--- src/rtl/uer_pkg.sv ---
// ----------------------------------------------------------------------------
// uer_pkg
// Types and constants shared by the echo ranger modules.
// ----------------------------------------------------------------------------
package uer_pkg;

  localparam int unsigned CFG_IDX_W  = 8;
  localparam int unsigned CFG_DATA_W = 32;
  localparam int unsigned TIME_W     = 32;
  localparam int unsigned SCALE_W    = 20;
  localparam int unsigned DIST_W     = 14;
  localparam int unsigned SCALE_SHIFT = 24;
  localparam int unsigned PROD_W     = TIME_W + SCALE_W;

  localparam logic [CFG_IDX_W-1:0] REG_TICK_SCALE     = 8'd0;
  localparam logic [CFG_IDX_W-1:0] REG_TIMEOUT_TICKS  = 8'd1;
  localparam logic [CFG_IDX_W-1:0] REG_NEAR_THRESHOLD = 8'd2;
  localparam logic [CFG_IDX_W-1:0] REG_MIN_CHANGE     = 8'd3;

  localparam logic [SCALE_W-1:0] TICK_SCALE_RST     = 20'd57852;
  localparam logic [TIME_W-1:0]  TIMEOUT_TICKS_RST  = 32'd2800000;
  localparam logic [DIST_W-1:0]  NEAR_THRESHOLD_RST = 14'd480;
  localparam logic [DIST_W-1:0]  MIN_CHANGE_RST     = 14'd16;

  localparam logic [DIST_W-1:0]  DIST_MAX = '1;

  typedef struct packed {
    logic [SCALE_W-1:0] tick_scale;
    logic [TIME_W-1:0]  timeout_ticks;
    logic [DIST_W-1:0]  near_threshold;
    logic [DIST_W-1:0]  min_change;
  } uer_cfg_t;

  typedef struct packed {
    logic [TIME_W-1:0] pulse_ticks;
    logic              in_range;
    logic [DIST_W-1:0] distance_q4;
    logic              object_detected;
  } uer_result_t;

endpackage

--- src/rtl/ultrasonic_echo_ranger_core.sv ---
// ----------------------------------------------------------------------------
// ultrasonic_echo_ranger_core
// Echo pulse ranger: rising edges mark the start time, falling edges
// produce pulse width, distance in 1/16 cm and a near-object flag.
//
//   channel | direction | handshake          | payload
//   in_     | input     | in_valid/in_stall  | edge_rising, capture_time
//   out_    | output    | out_valid/out_stall| pulse_ticks, in_range,
//           |           |                    | distance_q4, object_detected
//   cfg_    | input     | cfg_valid/cfg_ready| cfg_index, cfg_wdata
//
// One transfer per cycle sustained while the output is not stalled.
// A result passes through the input register and the result register.
// The single 32x20 multiply sits between those two registers.
// Reset restores register defaults and clears start time and last detection.
// A stalled result holds; the input register still fills behind it.
// ----------------------------------------------------------------------------
module ultrasonic_echo_ranger_core (
  input  logic                            clk,
  input  logic                            rst_n,

  input  logic                            in_valid,
  output logic                            in_stall,
  input  logic                            in_edge_rising,
  input  logic [uer_pkg::TIME_W-1:0]      in_capture_time,

  output logic                            out_valid,
  input  logic                            out_stall,
  output logic [uer_pkg::TIME_W-1:0]      out_pulse_ticks,
  output logic                            out_in_range,
  output logic [uer_pkg::DIST_W-1:0]      out_distance_q4,
  output logic                            out_object_detected,

  input  logic                            cfg_valid,
  output logic                            cfg_ready,
  input  logic [uer_pkg::CFG_IDX_W-1:0]   cfg_index,
  input  logic [uer_pkg::CFG_DATA_W-1:0]  cfg_wdata
);

  uer_pkg::uer_cfg_t    cfg;
  uer_pkg::uer_result_t res;

  logic                        s1_valid_r;
  logic                        s1_valid_nxt;
  logic                        s1_rising_r;
  logic [uer_pkg::TIME_W-1:0]  s1_time_r;
  logic                        out_valid_r;
  logic                        out_valid_nxt;
  uer_pkg::uer_result_t        out_res_r;

  logic advance;
  logic s1_fire;
  logic in_xfer;
  logic res_load;

  assign cfg_ready = 1'b1;

  uer_cfg_regs u_cfg_regs (
    .clk      (clk),
    .rst_n    (rst_n),
    .wr_en    (cfg_valid && cfg_ready),
    .wr_index (cfg_index),
    .wr_data  (cfg_wdata),
    .cfg      (cfg)
  );

  uer_range_unit u_range_unit (
    .clk         (clk),
    .rst_n       (rst_n),
    .cfg         (cfg),
    .item_fire   (s1_fire),
    .item_rising (s1_rising_r),
    .item_time   (s1_time_r),
    .res         (res)
  );

  always_comb begin
    advance       = !out_valid_r || !out_stall;
    s1_fire       = s1_valid_r && (s1_rising_r || advance);
    res_load      = s1_fire && !s1_rising_r;
    in_stall      = s1_valid_r && !s1_fire;
    in_xfer       = in_valid && !in_stall;
    s1_valid_nxt  = in_xfer || (s1_valid_r && !s1_fire);
    out_valid_nxt = res_load || (out_valid_r && out_stall);
  end

  always_ff @(posedge clk) begin
    if (!rst_n) begin
      s1_valid_r  <= 1'b0;
      out_valid_r <= 1'b0;
    end else begin
      s1_valid_r  <= s1_valid_nxt;
      out_valid_r <= out_valid_nxt;
    end
  end

  always_ff @(posedge clk) begin
    if (in_xfer) begin
      s1_rising_r <= in_edge_rising;
      s1_time_r   <= in_capture_time;
    end
    if (res_load) begin
      out_res_r <= res;
    end
  end

  assign out_valid           = out_valid_r;
  assign out_pulse_ticks     = out_res_r.pulse_ticks;
  assign out_in_range        = out_res_r.in_range;
  assign out_distance_q4     = out_res_r.distance_q4;
  assign out_object_detected = out_res_r.object_detected;

endmodule

--- src/rtl/uer_cfg_regs.sv ---
// ----------------------------------------------------------------------------
// uer_cfg_regs
// Configuration register file; writes past the last index are dropped.
// ----------------------------------------------------------------------------
module uer_cfg_regs (
  input  logic                              clk,
  input  logic                              rst_n,
  input  logic                              wr_en,
  input  logic [uer_pkg::CFG_IDX_W-1:0]     wr_index,
  input  logic [uer_pkg::CFG_DATA_W-1:0]    wr_data,
  output uer_pkg::uer_cfg_t                 cfg
);

  uer_pkg::uer_cfg_t cfg_r;

  always_ff @(posedge clk) begin
    if (!rst_n) begin
      cfg_r.tick_scale     <= uer_pkg::TICK_SCALE_RST;
      cfg_r.timeout_ticks  <= uer_pkg::TIMEOUT_TICKS_RST;
      cfg_r.near_threshold <= uer_pkg::NEAR_THRESHOLD_RST;
      cfg_r.min_change     <= uer_pkg::MIN_CHANGE_RST;
    end else if (wr_en) begin
      case (wr_index)
        uer_pkg::REG_TICK_SCALE: begin
          cfg_r.tick_scale <= wr_data[uer_pkg::SCALE_W-1:0];
        end
        uer_pkg::REG_TIMEOUT_TICKS: begin
          cfg_r.timeout_ticks <= wr_data[uer_pkg::TIME_W-1:0];
        end
        uer_pkg::REG_NEAR_THRESHOLD: begin
          cfg_r.near_threshold <= wr_data[uer_pkg::DIST_W-1:0];
        end
        uer_pkg::REG_MIN_CHANGE: begin
          cfg_r.min_change <= wr_data[uer_pkg::DIST_W-1:0];
        end
        default: begin
        end
      endcase
    end
  end

  assign cfg = cfg_r;

endmodule

--- src/rtl/uer_range_unit.sv ---
// ----------------------------------------------------------------------------
// uer_range_unit
// Pulse width, timeout check, distance scaling and detection, with the
// echo start time and last detected distance held here.
// ----------------------------------------------------------------------------
module uer_range_unit (
  input  logic                           clk,
  input  logic                           rst_n,
  input  uer_pkg::uer_cfg_t              cfg,
  input  logic                           item_fire,
  input  logic                           item_rising,
  input  logic [uer_pkg::TIME_W-1:0]     item_time,
  output uer_pkg::uer_result_t           res
);

  logic [uer_pkg::TIME_W-1:0]  echo_start_r;
  logic [uer_pkg::DIST_W-1:0]  last_det_r;

  logic [uer_pkg::TIME_W-1:0]  pulse;
  logic                        ok;
  logic [uer_pkg::PROD_W-1:0]  prod;
  logic [uer_pkg::PROD_W-uer_pkg::SCALE_SHIFT-1:0] scaled;
  logic [uer_pkg::DIST_W-1:0]  dist_sat;
  logic [uer_pkg::DIST_W-1:0]  dist_q4;
  logic [uer_pkg::DIST_W-1:0]  diff;
  logic                        det;

  always_comb begin
    pulse  = item_time - echo_start_r;
    ok     = (pulse <= cfg.timeout_ticks);
    prod   = {{uer_pkg::SCALE_W{1'b0}}, pulse} *
             {{uer_pkg::TIME_W{1'b0}}, cfg.tick_scale};
    scaled = prod[uer_pkg::PROD_W-1:uer_pkg::SCALE_SHIFT];
    if (|scaled[uer_pkg::PROD_W-uer_pkg::SCALE_SHIFT-1:uer_pkg::DIST_W]) begin
      dist_sat = uer_pkg::DIST_MAX;
    end else begin
      dist_sat = scaled[uer_pkg::DIST_W-1:0];
    end
    dist_q4 = ok ? dist_sat : '0;
    diff = (dist_q4 > last_det_r) ? (dist_q4 - last_det_r) : (last_det_r - dist_q4);
    det  = ok && (dist_q4 != '0) && (dist_q4 < cfg.near_threshold) &&
           (diff > cfg.min_change);

    res.pulse_ticks     = pulse;
    res.in_range        = ok;
    res.distance_q4     = dist_q4;
    res.object_detected = det;
  end

  always_ff @(posedge clk) begin
    if (!rst_n) begin
      echo_start_r <= '0;
      last_det_r   <= '0;
    end else if (item_fire) begin
      if (item_rising) begin
        echo_start_r <= item_time;
      end else if (det) begin
        last_det_r <= dist_q4;
      end
    end
  end

endmodule

--- config.mk ---
export PLATFORM = sky130hd
export DESIGN_NAME = ultrasonic_echo_ranger_core
export DESIGN_NICKNAME = d
export VERILOG_FILES = /design/src/rtl/uer_pkg.sv /design/src/rtl/ultrasonic_echo_ranger_core.sv /design/src/rtl/uer_cfg_regs.sv /design/src/rtl/uer_range_unit.sv
export SDC_FILE = /design/constraint.sdc
export NUM_CORES = 2
export LEC_CHECK = 0
export BUFFER_PORTS_ARGS = -buffer_cell sky130_fd_sc_hd__buf_2
export CAP_MARGIN = 30
export CORE_UTILIZATION = 60
export DETAILED_ROUTE_END_ITERATION = 8
export PLACE_DENSITY = 0.78
export SYNTH_ARGS = -nofsm -noshare
export SYNTH_HDL_FRONTEND = slang
export SYNTH_HIERARCHICAL = 1
export SYNTH_SLANG_ARGS = --single-unit
--- constraint.sdc ---
create_clock -name clk -period 30.1 [get_ports clk]
set_input_delay 3.01 -clock clk [delete_from_list [all_inputs] [get_ports clk]]
set_output_delay 3.01 -clock clk [all_outputs]
set_load 0.005 [all_outputs]
==> results.yml <==
floorplan:
  pin_count: 129
  initial_utilization: 0.612
  coreArea_mm2: 0.0542
  row_count: 85
  die_w_um: 237
  dieArea_mm2: 0.0562
  die_h_um: 237
worst_setup_path:
  r2r_cells: 65
  critPathKind: "register to register"
  worstSetupEndpointType: "register"
  crit_required_ns: 30.50
  cp_num_cells: 65
  worst_setup_path_endpoint: "u_range_unit/last_det_r[0]$_SDFFE_PN0P_"
  r2r_start: "s1_time_r[0]$_DFFE_PP_"
  cp-startpoint: "s1_time_r[0]$_DFFE_PP_"
  cp.arrival_ns: 17.22
  cp_top_family: "compound AO/OA/AOI/OAI gates"
  timing.rr.end: "u_range_unit/last_det_r[0]$_SDFFE_PN0P_"
  crit_path_frequent_cell: "fa_1"
  ff2ff_setup_slack_ns: 13.28
  crit_fanout: 22
  slowest_stage: "nor4_1"
  cp_slowest_stage_delay_ns: 0.79
  crit_path_start_kind: "register"
  cp_num_buf_inv: 9
routing:
  drt_wl_total_mm: 90.7
  avgRoutedWirePerCell_um: 20.5
  ant_nets: 0
  drt_iter0_drc: 2178
  avgViaCountPerCell: 5.78
  vias: 25600
  route.detailed.drc: 0
  drt-pass1-iter-count: 5
clocking:
  cts_hold_buf: 0
  cts_num_sinks: 209
  htreeDepth: 1
  clk_latency_ns: 0.57
  cts_tree: "done"
  cts_inserted_buffers: 23
  cts_resized: 0
  path_clk_slew_ns: 0.06
  cts-root-buf: "clkbuf_16"
  cts_setup_buffers: 0
  clk_path_buf_depth: 3
synthesis:
  synth_top_area_frac: 0.325
  yosys.area.top_type: "fa_1"
  synth_common_cells: "inv_1 (742), fa_1 (538), nand2_1 (466), and2_1 (371), ha_1 (277)"
  yosys_warnings: 6
  synthesis.nets: 4595
  syn_area_mm2: 0.0332
  ys_ff_latch: 209
  synthTopCellsByArea: "fa_1 (32%), ha_1 (10%), inv_1 (8.4%)"
  synth-edff-count: 81
  synthCells: 3702
  synth_cell_type_count: 85
  synthFlopType: "dfxtp_1"
  async_flop_share: 0
  post_synth.cell_area_avg_um2: 8.96
  seq_area_frac_synth: 0.151
  yosysMostFrequentCell: "inv_1"
global_routing:
  gr-usage-all-layers: 0.333
  antenna_found_initial: 2
  grt_pass1_vias: 26900
  overflow: 0
  grt_max_degree: 109
  grt_pass1_wl_mm: 145
cells_and_area:
  drive_gt1_frac: 0.0750
  nets: 4607
  multiInputGateArea_mm2: 0.0249
  area_growth_syn_to_layout_pct: 6.42
  nFillCells: 4445
  seq_area_mm2: 0.00500
sta:
  finClkSkew_ns: 0.0509
  slew_headroom: 0.301
  fmax_mhz: 59.5
  hold_viol: 0
  min_period_ns: 16.82
  setup_violations: 0
  rsz0062_at_grt: "no"
  finalMaxSlewViolations: 0
  worst_pin_slew_ns: 1.05
  fin_tns_setup_ns: 0
  post-route-period-util: 0.559
job:
  cap_violations: 0
hold_path:
  min_path_type: "register to register"
  hp-start: "u_cfg_regs/cfg[23]$_SDFFE_PN0P_"
placed_design:
  dp_hpwl_mm: 66.8
  gp_congestion: 0.956
  port_buffers: 127
run_status:
  status: "completed"
==> routing by layer <==
metal	vias up	GRT usage	share of wire
met1	12700	0.446	0.41
met5	-	0	0
met3	245	0.0550	0.086
met4	0	0.146	0.046
li1	11500	-	-
met2	1142	0.537	0.46
==> cells by family after synthesis <==
| kind of cell | after synthesis | synth area share |
|---|---|---|
| xor gates and xnor gates | 55 | 0.0145 |
| other | 1 | 0.000113 |
| adders and majority gates | 815 | 0.429 |
| DFF | 209 | 0.151 |
| muxes | 93 | 0.0282 |
| AOI/OAI and AO/OA | 448 | 0.0907 |
| and+or+nand+nor | 1149 | 0.178 |
| buffers and inverters | 932 | 0.109 |
==> cell usage in the layout (no fill, tap or decap), types with 9 or more instances in the layout <==
master     instances
a211oi_1          11
a21boi_0          42
a21boi_1          10
a21o_1            64
a21oi_1          114
a31oi_1            9
and2_1           371
and3_1            25
buf_2            126
buf_4             48
clkbuf_16         23
dfxtp_1          121
edfxtp_1          81
fa_1             538
ha_1             277
inv_1            742
mux2i_1           89
nand2_1          466
nand2b_1          12
nand3_1           41
nand4_1           29
nor2_1            63
nor2b_1           63
nor3_1            23
o2111ai_1          9
o211ai_1          13
o21a_1            30
o21ai_0           57
o21ai_1           20
o21bai_1          15
or2_2             10
xnor2_1           20
xnor2_2           10
xor2_1            11
==> through the flow <==
step / area, um^2 / setup WS [ns] / utilization / hold WS [ns] / instances
CTS: 35300 / 13.57 / 0.650 / 0.461 / 4426
global placement: 34500 / 13.88 / 0.636 / 0.443 / 4381
global route: 35300 / 12.18 / 0.651 / 0.481 / 4427
floorplan: 33200 / 15.54 / - / 0.435 / 3702
finish: 35300 / 13.28 / 0.651 / 0.459 / 4428
detailed placement: 34500 / 13.69 / 0.637 / 0.448 / 4384
==> state kept, by name (all words and copies together), names as in the netlist <==
register	count
out_valid	1
s1_time_r	32
u_range_unit/last_det_r	14
u_cfg_regs/cfg	80
out_distance_q4	14
s1_rising_r	1
out_in_range	1
u_range_unit/echo_start_r	32
s1_valid_r	1
out_pulse_ticks	32
out_object_detected	1
==> worst min-delay path by stage <==
stage,to,slack [ns],depth (start not counted)
6_report,u_cfg_regs/cfg[23]$_SDFFE_PN0P_,0.46,2
5_1_grt,u_cfg_regs/cfg[11]$_SDFFE_PN0P_,0.48,2
4_1_cts,u_cfg_regs/cfg[16]$_SDFFE_PN0P_,0.46,2
3_5_place_dp,u_cfg_regs/cfg[54]$_SDFFE_PN0P_,0.45,2
3_3_place_gp,u_cfg_regs/cfg[72]$_SDFFE_PN0P_,0.44,2
2_1_floorplan,u_cfg_regs/cfg[29]$_SDFFE_PN0P_,0.43,2
==> area by class of cell <==
class | instances | share of cell area
Clock buffer | 31 | 0.0183
Clock inverter | 11 | 0.00241
Sequential cell | 209 | 0.142
Inverter | 742 | 0.0789
Tap cell | 696 | 0.0247
Timing Repair Buffer | 177 | 0.0300
Antenna cell | 1 | 0.0000709
Multi-Input combinational cell | 2561 | 0.704
==> worst register-to-register path, delay by kind of cell (launching register included) <==
family,cells,cell delay (ns)
and+or+nand+nor,8,2.32
AOI/OAI and AO/OA,32,7.40
DFF,1,0.38
muxes,1,0.33
buffers and inverters,9,0.77
xor gates and xnor gates,2,0.31
adders and majority gates,13,5.17
Power is not shown: default switching activity piles up to over one toggle a cycle in this logic, so the estimate is an artifact.
